**src/rtl/lbs_pkg.sv**
```systemverilog
// Shared constants, codes and control types of the skinning block.
`default_nettype none
package lbs_pkg;

    localparam int POS_W          = 32;
    localparam int SLOT_IN_W      = 6;
    localparam int ELEM_W         = 4;
    localparam int IDX_W          = 6;
    localparam int WGT_W          = 16;
    localparam int PACKED_INF     = 4;
    localparam int IDXS_W         = IDX_W * PACKED_INF;
    localparam int WGTS_W         = WGT_W * PACKED_INF;
    localparam int MAT_ELEMS      = 16;
    localparam int FRAC_W         = 16;
    localparam int MAX_BONES_DEF  = 64;
    localparam int INFLUENCES_DEF = 4;
    localparam int PROD_W         = 2 * POS_W;
    localparam int FLOOR_W        = PROD_W - FRAC_W;
    localparam int ROW_W          = 50;
    localparam int WP_W           = 48;
    localparam int ACC_W          = 51;
    localparam int REM_W          = ACC_W + 1;
    localparam int QUO_W          = 32;
    localparam int STEP_W         = 5;
    localparam int INF_W          = 2;
    localparam int INF_CNT_W      = 3;
    localparam int BONE_EXT_W     = 9;

    localparam logic REQ_LOAD   = 1'b0;
    localparam logic REQ_VERTEX = 1'b1;

    localparam logic signed [POS_W-1:0] ONE_Q = 32'sh0001_0000;

    typedef enum logic [1:0] {
        COORD_X = 2'd0,
        COORD_Y = 2'd1,
        COORD_Z = 2'd2,
        COORD_W = 2'd3
    } coord_t;

    typedef enum logic [2:0] {
        ST_IDLE,
        ST_ISSUE,
        ST_DRAIN,
        ST_DIV_START,
        ST_DIV_STEP,
        ST_DIV_DONE,
        ST_FINISH
    } state_t;

    typedef struct packed {
        logic              wr_en;
        logic              capture;
        logic              clr_acc;
        logic              issue;
        logic [ELEM_W-1:0] elem;
        logic [INF_W-1:0]  infl;
        logic              div_start;
        logic              div_step;
        logic              div_done;
        coord_t            coord;
        logic              out_load;
    } cmd_t;

    typedef struct packed {
        logic infl_ok;
        logic busy;
        logic w_zero;
    } status_t;

endpackage
`default_nettype wire

```
**src/rtl/lbs_ctrl.sv**
```systemverilog
// Sequencer of the skinning block: element reads, divide steps and result handoff.
`default_nettype none
module lbs_ctrl #(
    parameter int INFLUENCES = lbs_pkg::INFLUENCES_DEF
) (
    input  wire logic            clk,
    input  wire logic            rst_n,
    input  wire logic            req_valid,
    input  wire logic            req_type,
    output logic                 req_ready,
    output logic                 out_valid,
    input  wire logic            out_ready,
    input  wire lbs_pkg::status_t status,
    output lbs_pkg::cmd_t        cmd
);
    import lbs_pkg::*;

    localparam int EFF_INF = (INFLUENCES < PACKED_INF) ? INFLUENCES : PACKED_INF;
    localparam logic [INF_CNT_W-1:0] INF_END = INF_CNT_W'(EFF_INF);
    localparam logic [ELEM_W-1:0] ELEM_LAST = ELEM_W'(MAT_ELEMS - 1);
    localparam logic [STEP_W-1:0] STEP_LAST = STEP_W'(QUO_W - 1);

    state_t               state_reg, state_next;
    logic [INF_CNT_W-1:0] infl_reg, infl_next;
    logic [ELEM_W-1:0]    elem_reg, elem_next;
    logic [STEP_W-1:0]    step_reg, step_next;
    coord_t               coord_reg, coord_next;
    logic                 out_valid_reg, out_valid_next;
    logic                 take_vertex;
    logic                 inf_done;
    logic                 out_free;

    assign take_vertex = req_valid && (req_type == REQ_VERTEX);
    assign inf_done    = (infl_reg == INF_END);
    assign out_free    = !out_valid_reg || out_ready;

    always_comb
    begin
        state_next = state_reg;
        case (state_reg)
            ST_IDLE:      if (take_vertex) state_next = ST_ISSUE;
            ST_ISSUE:     if (inf_done) state_next = ST_DRAIN;
            ST_DRAIN:
            begin
                if (!status.busy)
                begin
                    state_next = status.w_zero ? ST_FINISH : ST_DIV_START;
                end
            end
            ST_DIV_START: state_next = ST_DIV_STEP;
            ST_DIV_STEP:  if (step_reg == STEP_LAST) state_next = ST_DIV_DONE;
            ST_DIV_DONE:  state_next = (coord_reg == COORD_Z) ? ST_FINISH : ST_DIV_START;
            ST_FINISH:    if (out_free) state_next = ST_IDLE;
            default:      state_next = ST_IDLE;
        endcase
    end

    always_comb
    begin
        cmd       = '0;
        cmd.elem  = elem_reg;
        cmd.infl  = infl_reg[INF_W-1:0];
        cmd.coord = coord_reg;
        req_ready = 1'b0;
        case (state_reg)
            ST_IDLE:
            begin
                req_ready   = 1'b1;
                cmd.wr_en   = req_valid && (req_type == REQ_LOAD);
                cmd.capture = take_vertex;
                cmd.clr_acc = take_vertex;
            end
            ST_ISSUE:     cmd.issue = !inf_done && status.infl_ok;
            ST_DIV_START: cmd.div_start = 1'b1;
            ST_DIV_STEP:  cmd.div_step = 1'b1;
            ST_DIV_DONE:  cmd.div_done = 1'b1;
            ST_FINISH:    cmd.out_load = out_free;
            default:      cmd = '0;
        endcase
    end

    always_comb
    begin
        infl_next  = infl_reg;
        elem_next  = elem_reg;
        step_next  = step_reg;
        coord_next = coord_reg;
        case (state_reg)
            ST_IDLE:
            begin
                infl_next = '0;
                elem_next = '0;
            end
            ST_ISSUE:
            begin
                if (!inf_done)
                begin
                    if (!status.infl_ok)
                    begin
                        infl_next = infl_reg + 1'b1;
                    end
                    else
                    begin
                        elem_next = elem_reg + 1'b1;
                        if (elem_reg == ELEM_LAST)
                        begin
                            infl_next = infl_reg + 1'b1;
                        end
                    end
                end
            end
            ST_DRAIN:     coord_next = COORD_X;
            ST_DIV_START: step_next = '0;
            ST_DIV_STEP:  step_next = step_reg + 1'b1;
            ST_DIV_DONE:  coord_next = coord_t'(coord_reg + 1'b1);
            default:      step_next = step_reg;
        endcase
    end

    always_comb
    begin
        out_valid_next = out_valid_reg;
        if (cmd.out_load)
        begin
            out_valid_next = 1'b1;
        end
        else if (out_ready)
        begin
            out_valid_next = 1'b0;
        end
    end

    assign out_valid = out_valid_reg;

    always_ff @(posedge clk or negedge rst_n)
    begin
        if (!rst_n)
        begin
            state_reg     <= ST_IDLE;
            infl_reg      <= '0;
            elem_reg      <= '0;
            step_reg      <= '0;
            coord_reg     <= COORD_X;
            out_valid_reg <= 1'b0;
        end
        else
        begin
            state_reg     <= state_next;
            infl_reg      <= infl_next;
            elem_reg      <= elem_next;
            step_reg      <= step_next;
            coord_reg     <= coord_next;
            out_valid_reg <= out_valid_next;
        end
    end
endmodule
`default_nettype wire

```
**config.mk**
```make
export PLATFORM = sky130hd
export DESIGN_NAME = lbs_ctrl
export DESIGN_NICKNAME = d
export VERILOG_FILES = /design/src/rtl/lbs_pkg.sv /design/src/rtl/lbs_ctrl.sv
export SDC_FILE = /design/constraint.sdc
export NUM_CORES = 1
export LEC_CHECK = 0
export ABC_AREA = 1
export CORE_ASPECT_RATIO = 1.75
export CORE_MARGIN = 1
export CORE_UTILIZATION = 45
export DETAILED_ROUTE_END_ITERATION = 7
export DONT_BUFFER_PORTS = 1
export GPL_TIMING_DRIVEN = 1
export MAX_ROUTING_LAYER = met4
export SLEW_MARGIN = 20
export SYNTH_ARGS = -nofsm -noshare
export SYNTH_HDL_FRONTEND = slang
export SYNTH_SLANG_ARGS = --single-unit
```
**constraint.sdc**
```tcl
create_clock -name clk -period 1.6 [get_ports clk]
set_input_delay 0.4 -clock clk [delete_from_list [all_inputs] [get_ports clk]]
set_output_delay 0.4 -clock clk [all_outputs]
set_load 0.01 [all_outputs]
```
==> results of run 1 <==
-- stage by stage --
| step | TNS (ps) | setup WS [ps] | hold slack (ps) | std cells | total power, mW |
|---|---|---|---|---|---|
| 2_1_floorplan | 0 | 77.8 | 104 | 165 | 0.466 |
| 3_3_place_gp | 0 | 91.5 | 105 | 196 | 0.466 |
| 3_5_place_dp | 0 | 93.7 | 105 | 196 | 0.466 |
| 4_1_cts | -561 | -61.3 | 235 | 209 | 0.864 |
| 5_1_grt | -1270 | -99.9 | 230 | 211 | 0.882 |
| 6_report | -585 | -65.0 | 245 | 211 | 0.852 |
-- placed cells by master (no fill, tap or decap) --
cell	count
a21oi_1	3
buf_4	13
buf_6	4
buf_8	1
clkbuf_8	4
clkinv_2	1
dfrtp_1	15
dfrtp_2	3
dlygate4sd3_1	1
ha_1	6
inv_1	19
inv_2	4
inv_4	4
nand2_1	37
nand2_2	7
nand2_4	4
nand3_1	11
nand4_1	5
nor2_1	10
nor2_2	3
nor2_4	16
nor3_1	1
o211ai_2	1
o21ai_0	3
o21ai_1	3
o21ai_2	1
o21ai_4	1
o21bai_1	1
o22ai_1	1
xor2_1	2
-- power breakdown --
| part | internal [mW] | switching (mW) |
|---|---|---|
| sequential | 0.455 | 0.000000000000000135 |
| clock | 0.219 | 0.164 |
| combinational | 0.00252 | 0.0114 |
| total | 0.676 | 0.175 |
-- synth_stat cells, types with 3 or more instances --
library cell and n:
nand3_1 11, nor2_1 23, inv_2 3, a21oi_1 3, o21ai_0 3, inv_1 24, dfrtp_1 18, o21ai_1 3
nand4_1 5, nor2_4 4, ha_1 6, nand2_1 44
-- layout make-up --
class	count	area [µm²]	area share [%]
Clock buffer	4	55.1	3.51
Inverter	28	116	7.41
Multi-Input combinational cell	116	744	47.4
Sequential cell	18	454	28.9
Tap cell	26	32.5	2.07
Timing Repair Buffer	19	168	10.7
-- logic make-up (layout without fill, tap and decap cells) --
logic type	after synthesis	in the layout	share of synthesized area, %
buf+inv	31	51	10.6
simple gates	94	94	36.5
flops	18	18	37.7
compound gates	14	14	7.44
xor+xnor	2	2	1.47
fa+ha+maj	6	6	6.29
-- metal layers --
metal | wire length (µm) | track usage (%) | vias up
met5 | 0 | - | -
met4 | 69 | 10.7 | 0
met3 | 81 | 2.22 | 7
met2 | 1590 | 40.6 | 21
met1 | 978 | 21.4 | 500
li1 | - | - | 551
-- how the worst min path moves through the flow --
| stage | end | slack, ps |
|---|---|---|
| 2_1_floorplan | coord_reg[0]$_DFFE_PN0P_ | 100 |
| 3_3_place_gp | elem_reg[2]$_DFFE_PN0P_ | 100 |
| 3_5_place_dp | elem_reg[2]$_DFFE_PN0P_ | 100 |
| 4_1_cts | out_valid$_DFFE_PN0P_ | 240 |
| 5_1_grt | out_valid$_DFFE_PN0P_ | 230 |
| 6_report | out_valid$_DFFE_PN0P_ | 240 |
-- timing repair --
action                                  4_1_cts  5_1_grt
endpoints found under the setup margin       17       17
endpoints found under the hold margin        18        0
setup buffers                                 8        2
pin swaps                                     4        5
hold buffers                                  1        0
resized for setup                            44        9
==> results by stage, run 1 <==
Layout:
- The area of all placed cells without fillers is 0.00157 mm².
- The share of final-layout standard cells stronger than drive strength 1 is 36.2%.
- The post-synthesis to final-layout area growth is 31.6%.
- The number of inserted diodes is 0.
- The final core area utilization is 63.0%.
- The count of fill cells added during filler insertion is 236.
- The register with the most flip-flops in the layout has 5 of them.
- For this run, the post-layout net count is 200.

Floorplan:
- In this run the vertical extent of the chip is 70.1 µm.
- The effective utilization at floorplan is 47.9%.
- The row count is 24.
- The die boundary width is 40.9 µm.
- The placeable core region is 0.00249 mm².
- The overall die area is 0.00287 mm².
- In this run the count of I/O pins placed on the die edge is 26.

Place:
- Summed over all nets, the half-perimeter wirelength after detailed placement is 2110 µm.
- Port buffering added 0 buffers.
- The standard cell area after detailed placement is 0.00127 mm².
- The final weighted congestion of routability-driven global placement is 0.895.

Timing:
- The count of endpoints failing hold in the final timing report is 0.
- The final critical-path required period is 1660 ps.
- Setup violations remaining at the end of the flow were counted as 13.
- The transition time at the pin with the least slew margin is 866 ps.
- The max-slew violation count is 0.
- Setup repair after global routing could not meet its margin everywhere.
- The clock skew after layout is 4.35 ps.
- The slack of the critical path is -65.0 ps.
- Based on the critical path, the design can be clocked at up to 601 MHz.
- Of the available clock period, the critical path in the final layout requires 104%.
- The worst slew margin relative to its limit is 42.0%.

Synth:
- Summing every instance area after synthesis gives 0.00119 mm².
- In this run, synthesis inferred 0 flip-flops with an integrated enable.
- Yosys attributes the largest share of cell area to dfrtp_1 (38%), nand2_1 (14%), inv_1 (7.5%), nor2_1 (7.2%), ha_1 (6.3%).
- During synthesis, Yosys emitted a total of 0 warnings.
- The average instance in the mapped netlist occupies 7.23 µm².
- The instance count of the mapped netlist is 165.
- The post-synthesis net count is 179.
- The most used flip-flop cell after synthesis is dfrtp_1.
- For this run, the register share of the synthesized area comes to 37.7%.
- dfrtp_1 takes more of the synthesized area than any other cell.
- The share of the synthesized area in the top cell type is 37.7%.
- In the synthesized netlist the async set-or-reset flop fraction comes to 100%.
- After synthesis the netlist holds a flip-flop and latch count of 18.
- Synthesis instantiated 24 different standard cells from the library.

Critical path:
- Walking the worst path, the cells encountered are nor2_4 > nand2_4 > o21ai_4 > buf_8 > nor2_4.
- In this run the worst path has a maximum fanout of 6.
- Following the worst setup path forward leads to its endpoint at cmd[1].
- The arrival time of the worst setup path is 1260 ps.
- The category of the worst setup path launch point is a flop.
- The critical path in this run is classified as flop to primary output.
- The number of gates on the worst path with buffers counted is 5.
- The worst register-to-register path has a setup slack of 170 ps.
- Counting both buffers and inverters, the worst setup path holds a total of 1.
- Tracing the worst setup path back leads to its startpoint at state_reg[2]$_DFFE_PN0P_.
- In this run the critical register-to-register path is captured at state_reg[1]$_DFFE_PN0P_.
- Counting stages on the worst path, the most repeated cell is nor2_4.
- The cell with the largest stage delay on the worst path is dfrtp_2.
- The largest single stage delay on the critical path is 480 ps.
- The cell type group with the largest total delay on the critical path is flip-flops.
- The source of the worst register-to-register timing path is step_reg[0]$_DFFE_PN0P_.
- The worst register-to-register path has a depth of 8.
- STA classifies the critical path endpoint as a primary output.
- Data on the critical path is required at its endpoint by 1200 ps.

Power and ir drop:
- Across the VDD grid, the largest voltage drop is 0.000495 V.
- Power spread over the standard cell area amounts to 542 mW/mm².
- The static leakage is 0.800 nW.

Route:
- Dividing the detail-routed wire length by the instance count gives 12.9 µm.
- The number of DRC markers after the initial detailed-route iteration is 11.
- The wire length reported by the detailed router is 2720 µm.
- The count of unresolved DRC violations after routing is 0.
- Before antenna repair, the detailed router went through 4 iterations.
- In this run the remaining antenna-violating nets after routing total 0.
- After detailed routing, the number of vias per cell comes to 5.11.
- The detailed router placed 1079 vias in this run.

Hold path:
- The startpoint identified for the worst hold timing path is out_ready.
- Along the worst hold path, the cell count comes to 1.
- The classification of the worst-slack hold path is input port to flop.

GRT:
- Entering global routing, the biggest net connects 19 pins.
- The first-pass GRT wire length is 4470 µm.
- Summed over all layers, the global routing overflow is 0.
- The global routing usage summed across all routing layers is 22.7%.
- The number of antenna violations at the first check in global routing is 0.
- The via count of the first global-routing pass is 1137.

CTS:
- The TritonCTS clock tree is yes.
- In this run the number of H-tree levels came out at 1.
- The clock root buffer master is clkbuf_8.
- The worst-case clock buffer depth is 2.
- The clock net in this run drives a total of 18 sinks.
- After clock tree synthesis, the clock-pin slew on the worst setup and hold paths is 70 ps.
- In this run, CTS created clock tree buffers numbering 3.
- Clock latency on the worst-skew pair, taken at its later pin, is 260 ps.

Run status:
- The run finished, with violations left.
- The final reports fail on negative setup slack.

Flow run:
- Max-cap violations in this run came to 0.
Power figures use the tool's default switching activity.
==> run 2, diff against run 1 <==
--- a/config.mk
+++ b/config.mk
@@ -11,7 +11,7 @@
 export CORE_UTILIZATION = 45
 export DETAILED_ROUTE_END_ITERATION = 7
 export DONT_BUFFER_PORTS = 1
-export GPL_TIMING_DRIVEN = 1
+export GPL_TIMING_DRIVEN = 0
 export MAX_ROUTING_LAYER = met4
 export SLEW_MARGIN = 20
 export SYNTH_ARGS = -nofsm -noshare
==> constraint.sdc (replaced) <==
create_clock -name clk -period 1.45 [get_ports clk]
set_input_delay 0.3625 -clock clk [delete_from_list [all_inputs] [get_ports clk]]
set_output_delay 0.3625 -clock clk [all_outputs]
set_load 0.01 [all_outputs]
==> results by stage, run 2 (synthesized netlist as in run 1, its figures left out) <==
Layout:
- The multi-input gate area in the final layout is 793 µm² (+6.6%).
- The number of inserted diodes is 0 (unchanged).
- The library cell used most frequently in the layout, excluding fill and tap cells, is nand2_1.
- The count of fill cells added during filler insertion came to 212 (-10%).
- The flip-flop count of the largest register, all copies and words added was 5 (unchanged).
- The area of all placed cells without fillers is 0.00169 mm² (+7.8%).
- The flip-flop and latch area is 453 µm² (-0.28%).
- In the layout the commonest cells are nand2_1 (34), buf_4 (20), nor2_4 (18).
- The share of final-layout standard cells stronger than drive strength 1 is 43.3% (+7.1 points).
- The count of nets after finishing is 210 (+5.0%).
- The number of standard cells in the final layout excluding fillers is 220 (+4.3%).
- Compared with the post-synthesis result, the final layout area differs by 41.8%.

Critical path:
- The peak fanout along the critical path came to 5 (-1).
- The depth of the worst register-to-register path was 9 (+1).
- The launching instance or port of the critical path is state_reg[1]$_DFFE_PN0P_.
- The setup path with the least slack is of type flop to primary output.
- The data required time at the worst endpoint is 1090 ps (-110 ps).
- The endpoint identified for the worst register-to-register timing path is infl_reg[2]$_DFFE_PN0P_.
- In this run the critical register-to-register path is launched from state_reg[1]$_DFFE_PN0P_.
- The worst reg-to-reg setup slack is 50 ps (-120 ps).
- The arrival time of the worst setup path is 1340 ps (+80 ps).
- The endpoint class of the critical path is a primary output.
- The category of the worst setup path launch point is a flop.

GRT:
- The via count of the first global-routing pass is 1190 (+4.7%).
- The first-pass GRT wire length was 5000 µm (+12%).
- The number of antenna violations at the first check in global routing is 0 (unchanged).
- The total global routing overflow is 0 (unchanged).
- The global routing usage summed across all routing layers is 25.8% (+3.1 points).
- The maximum number of pins on one net before global-route repair came to 19 (unchanged).

Route:
- The number of routed nets with antenna violations is 0 (unchanged).
- The number of iterations in the first detailed-routing pass was 4 (unchanged).
- The number of DRC markers after the initial detailed-route iteration came to 29 (+18).
- The wire length reported by the detailed router is 3340 µm (+23%).
- The average vias per placed instance is 5.38 (+5.2%).
- The count of unresolved DRC violations after routing was 0 (unchanged).
- The routed wirelength normalized by instance count is 15.2 µm (+18%).
- The via count is 1184 (+9.7%).

Floorplan:
- The die boundary width was 40.9 µm (unchanged).
- The row count was 24 (unchanged).
- The effective utilization at floorplan was 47.9% (unchanged).
- The vertical die dimension was 70.1 µm (unchanged).
- The top-level I/O count is 26 (unchanged).
- The placeable core region is 0.00249 mm² (unchanged).
- The overall die area is 0.00287 mm² (unchanged).

Run status:
- The run finished, with violations left.
- The final reports fail on negative setup slack.

Hold path:
- The cell depth of the worst hold path was 1 (unchanged).
- The worst hold path terminates at out_valid$_DFFE_PN0P_.
- The path class of the tightest hold or removal check is input port to flop.
- The launch point of the worst hold path is out_ready.

Timing:
- The max-slew violation count was 0 (unchanged).
- The smallest clock period supported by the final layout is computed as 1700 ps.
- The final setup violation count is 16 (+3).
- Timing would allow up to 587 MHz.
- In the finished design, the share of the clock period the worst path needs comes to 117%.
- The clock skew after layout is 2.21 ps (-2.14 ps).
- The final-layout worst hold slack is 203 ps (-42.3 ps).
- The worst slew margin relative to its limit was 40.6% (-1.4 points).
- The count of endpoints failing hold in the final timing report is 0 (unchanged).
- The slack of the critical path is -253 ps (-188 ps).
- Setup repair after global routing could not meet its margin everywhere.
- The transition time at the pin with the least slew margin is 888 ps (+21.5 ps).

Power and ir drop:
- The static leakage came to 0.888 nW (+11%).
- The total power per unit cell area is 522 mW/mm² (-3.8%).
- The total power consumption of the routed design is 0.884 mW (+3.7%).
- The largest vdd supply drop is 0.000490 V (-1.1%).

CTS:
- The number of clock sinks is 18 (unchanged).
- The worst-skew pair later-pin latency is 260 ps (about the same).
- The worst-case clock buffer depth was 2 (unchanged).
- The clock transition at the register clock pins on the worst setup and hold paths after CTS is 70 ps (about the same).
- The H-tree depth reported by CTS is 1 (unchanged).
- The tree is rooted in a clkbuf_8.
- The TritonCTS buffer count is 3 (unchanged).
- TritonCTS built the clock tree.

Place:
- The pre-CTS setup slack was -163 ps (-257 ps).
- The sum of net half-perimeters after detailed placement is 1940 µm (-8.0%).
- The standard cell area after detailed placement is 0.00123 mm² (-3.0%).
- The final weighted congestion of routability-driven global placement is 0.915 (+2.3%).
- The total instance count after detailed placement is 191 (-2.6%).
- The count of buffers from port buffering is 0 (unchanged).

Flow run:
- The max-capacitance violation count is 0 (unchanged).
-- run 2: cell types whose count changed in the layout (fill, tap and decap cells not counted), moves of 2 or more --
cell	change
buf_4	+7
buf_6	+3
nand2_1	-3
ha_1	-2
ha_2	+2
inv_1	-2
nand2_4	+2
nor2_4	+2
-- run 2: per-stage QoR --
step | utilization (%) | TNS [ps]
2_1_floorplan | - | -13.5
3_3_place_gp | 49.3 | -719
3_5_place_dp | 49.3 | -839
4_1_cts | 64.2 | -2480
5_1_grt | 67.9 | -3990
6_report | 67.9 | -3240
-- run 2: worst max-delay path: stages (launching register included) --
cell and delay (ps):
dfrtp_2 480, inv_4 130, nor2_4 50, nand2_2 80
o21ai_4 70, buf_8 150, nor2_4 110
-- run 2: cell type report --
type | instances | area share [%]
multi-input combinational | 116 | 46.9
timing repair buffer | 26 | 13.2
buffer | 3 | 1.77
tap | 26 | 1.92
sequential | 18 | 26.8
clock buffer | 3 | 2.44
inverter | 28 | 7.02
-- run 2: metal layers --
| layer | part of all wire [%] | GRT usage, % | vias to the layer above |
|---|---|---|---|
| met4 | 2.4 | 12.6 | 0 |
| met3 | 2.8 | 3.81 | 7 |
| met2 | 59 | 45.3 | 23 |
| met1 | 35 | 24.4 | 583 |
| li1 | - | - | 571 |
| met5 | 0 | - | - |
-- run 2: power breakdown --
part	internal, mW	leakage [nW]	switching [mW]
clock	0.185	0.0216	0.180
sequential	0.502	0.208	0.000000000000000152
combinational	0.00293	0.659	0.0135
total	0.690	0.888	0.193
-- run 2: worst max-delay path by stage --
stage	slack (ps)	end
finish	-250	cmd[2]
global route	-300	cmd[2]
floorplan	-10	cmd[15]
detailed placement	-160	cmd[15]
global placement	-160	cmd[15]
CTS	-200	cmd[2]
-- run 2: what timing repair did --
item	4_1_cts	5_1_grt
buffers inserted	18	8
endpoints found under the hold margin	18	0
gates cloned	0	0
resized for setup	55	15
pin swaps	10	14
hold buffers	1	0
endpoints found under the setup margin	17	26
==> run 3, diff against run 2 <==
--- a/config.mk
+++ b/config.mk
@@ -12,7 +12,6 @@
 export DETAILED_ROUTE_END_ITERATION = 7
 export DONT_BUFFER_PORTS = 1
 export GPL_TIMING_DRIVEN = 0
-export MAX_ROUTING_LAYER = met4
 export SLEW_MARGIN = 20
 export SYNTH_ARGS = -nofsm -noshare
 export SYNTH_HDL_FRONTEND = slang
==> results by stage, run 3 (synthesized netlist as in run 1, its figures left out) <==
Timing:
- The clock skew after layout is 4.70 ps (+2.49 ps).
- The final critical-path required period is 1720 ps (+13.2 ps).
- The portion of the clock cycle consumed by the worst path in the final layout is 118% (+0.91 points).
- The slack of the critical path is -266 ps (-13.2 ps).
- The count of endpoints failing hold in the final timing report is 0 (unchanged).
- The maximum clock frequency came to 583 MHz (-0.77%).
- The setup TNS after final layout is -3440 ps (-205 ps).
- Setup repair after global routing could not meet its margin everywhere.
- The transition time at the pin with the least slew margin is 900 ps (+11.9 ps).
- The max-slew violation count was 0 (unchanged).
- The final setup violation count is 17 (+1).
- The worst slew margin relative to its limit is 39.8% (-0.79 points).

Route:
- The number of iterations in the first detailed-routing pass came to 4 (unchanged).
- The via count is 1199 (+1.3%).
- The number of routed nets with antenna violations is 0 (unchanged).
- The wire length reported by the detailed router is 3340 µm (+0.12%).
- The count of unresolved DRC violations after routing is 0 (unchanged).
- The number of DRC markers after the initial detailed-route iteration came to 39 (+34%).
- The average vias per placed instance came to 5.45 (+1.3%).
- The routed wirelength normalized by instance count is 15.2 µm (+0.12%).

Place:
- The final weighted congestion of routability-driven global placement came to 0.900 (-1.7%).
- The total instance count after detailed placement came to 191 (unchanged).
- The pre-CTS setup slack is -163 ps (unchanged).
- The sum of net half-perimeters after detailed placement is 1940 µm (unchanged).
- The count of buffers from port buffering is 0 (unchanged).

Power and ir drop:
- The combinational fraction of design power came to 1.9% (about the same).
- The fraction of power consumed by the clock network is 41.4% (about the same).
- The relative contribution of sequential cells to total power is 56.7% (about the same).
- The static leakage came to 0.888 nW (unchanged).
- The switching fraction of total power is 22.0% (+0.069 points).
- The switching power total is 0.194 mW (+0.42%).
- The internal power is 0.690 mW (about the same).
- The total power per unit cell area was 522 mW/mm² (about the same).
- The largest vdd supply drop was 0.000497 V (+1.5%).

Run status:
- The flow ran to the end, but the final reports show violations.
- The checks that failed: negative setup slack.

Critical path:
- The worst reg2reg path endpoint is coord_reg[0]$_DFFE_PN0P_.
- The category of the worst setup path launch point is a flop.
- The launching instance or port of the critical path is state_reg[1]$_DFFE_PN0P_.
- The arrival time of the worst setup path is 1350 ps (about the same).
- The data required time at the worst endpoint came to 1090 ps (about the same).
- The worst setup path is of the flop to primary output kind.
- The peak fanout along the critical path is 5 (unchanged).
- STA classifies the critical path endpoint as a primary output.
- Following the worst setup path forward leads to its endpoint at cmd[2].
- The worst register-to-register path begins at state_reg[1]$_DFFE_PN0P_.
- The worst reg-to-reg setup slack is 40 ps (about the same).
- The depth of the worst register-to-register path was 7 (-2).

GRT:
- The number of antenna violations at the first check in global routing is 0 (unchanged).
- The first-pass GRT wire length is 5000 µm (unchanged).
- The via count of the first global-routing pass is 1189 (-0.084%).
- The total global routing overflow is 0 (unchanged).
- The global routing usage summed across all routing layers is 25.2% (-0.61 points).
- The maximum number of pins on one net before global-route repair is 19 (unchanged).

Floorplan:
- The row count was 24 (unchanged).
- The vertical die dimension is 70.1 µm (unchanged).
- The effective utilization at floorplan is 47.9% (unchanged).
- The top-level I/O count came to 26 (unchanged).
- The overall die area is 0.00287 mm² (unchanged).
- The placeable core region was 0.00249 mm² (unchanged).
- The die boundary width is 40.9 µm (unchanged).

Layout:
- The final core area utilization is 67.9% (unchanged).
- The post-synthesis to final-layout area growth is 41.8% (unchanged).
- The share of final-layout standard cells stronger than drive strength 1 was 43.3% (unchanged).
- The count of fill cells added during filler insertion is 212 (unchanged).
- Leaving out fill and tap cells, the most frequent cell in the layout is nand2_1.
- The count of nets after finishing is 210 (unchanged).
- The number of inserted diodes is 0 (unchanged).
- The flip-flop count of the largest register, all copies and words added came to 5 (unchanged).
- The number of standard cells in the final layout excluding fillers is 220 (unchanged).
- The library cells used most frequently in the layout, excluding fill and tap cells, are nand2_1 (34), buf_4 (20), nor2_4 (18).

Flow run:
- The max-capacitance violation count came to 0 (unchanged).

CTS:
- The clock transition at the register clock pins on the worst setup and hold paths after CTS was 70 ps (about the same).
- The worst-skew pair later-pin latency came to 260 ps (about the same).
- The number of clock sinks was 18 (unchanged).
- The TritonCTS buffer count is 3 (unchanged).
- TritonCTS built the clock tree.
- The clock root buffer master is clkbuf_8.
- The H-tree depth reported by CTS is 1 (unchanged).
- The worst-case clock buffer depth is 2 (unchanged).

Hold path:
- The tightest min-delay check is of the input port to flop type.
-- run 3: cell counts in the layout (fill, tap and decap cells not counted) --
Identical to the previous run, type by type.
-- run 3: worst max-delay path: stages (launching register included) --
cell and delay, ps:
dfrtp_2 490, inv_4 130, nor2_4 50, nand2_2 90
o21ai_4 80, buf_8 150, nor2_4 110
-- run 3: final cells by class --
cell class	count	area, µm²	area share [%]
Tap cell	26	32.5	1.92
Clock buffer	3	41.3	2.44
Sequential cell	18	453	26.8
Multi-Input combinational cell	116	793	46.9
Inverter	28	119	7.02
Timing Repair Buffer	26	224	13.2
Buffer	3	30.0	1.77
-- run 3: how the worst min path moves through the flow --
stage,slack (ps),startpoint,endpoint,cells after the start
6_report,200,out_ready,out_valid$_DFFE_PN0P_,1
5_1_grt,210,out_ready,out_valid$_DFFE_PN0P_,1
4_1_cts,200,out_ready,out_valid$_DFFE_PN0P_,1
3_5_place_dp,70,rst_n,elem_reg[2]$_DFFE_PN0P_,0
3_3_place_gp,70,rst_n,elem_reg[2]$_DFFE_PN0P_,0
2_1_floorplan,70,rst_n,coord_reg[0]$_DFFE_PN0P_,0
-- run 3: metal layers --
layer | track usage, % | part of all wire, % | up-vias
met5 | 0 | 0 | -
met4 | 12.6 | 2.7 | 0
met3 | 5.71 | 4.0 | 7
met2 | 45.3 | 59 | 30
met1 | 23.1 | 35 | 589
li1 | - | - | 573
-- run 3: power by group through the flow --
stage	combinational, mW	sequential [mW]	clock (mW)
after floorplan	0.00282	0.512	0
after global placement	0.00343	0.512	0
after detailed placement	0.00352	0.512	0
after CTS	0.0169	0.502	0.371
after global routing	0.0189	0.501	0.387
final	0.0166	0.502	0.366
-- run 3: metrics by stage --
step	area (µm²)	hold slack [ps]	total power [mW]
final	1690	198	0.885
after global routing	1690	208	0.908
after CTS	1600	205	0.890
after detailed placement	1230	67.3	0.515
after global placement	1230	67.3	0.515
after floorplan	1200	66.9	0.514
-- run 3: repair_timing --
item / 4_1_cts / 5_1_grt
setup endpoints to repair: 17 / 26
hold endpoints to repair: 18 / 0
hold buffers: 1 / 0
cloned: 0 / 0
buffers inserted: 18 / 8
pin swaps: 10 / 14
gates resized for setup: 55 / 15
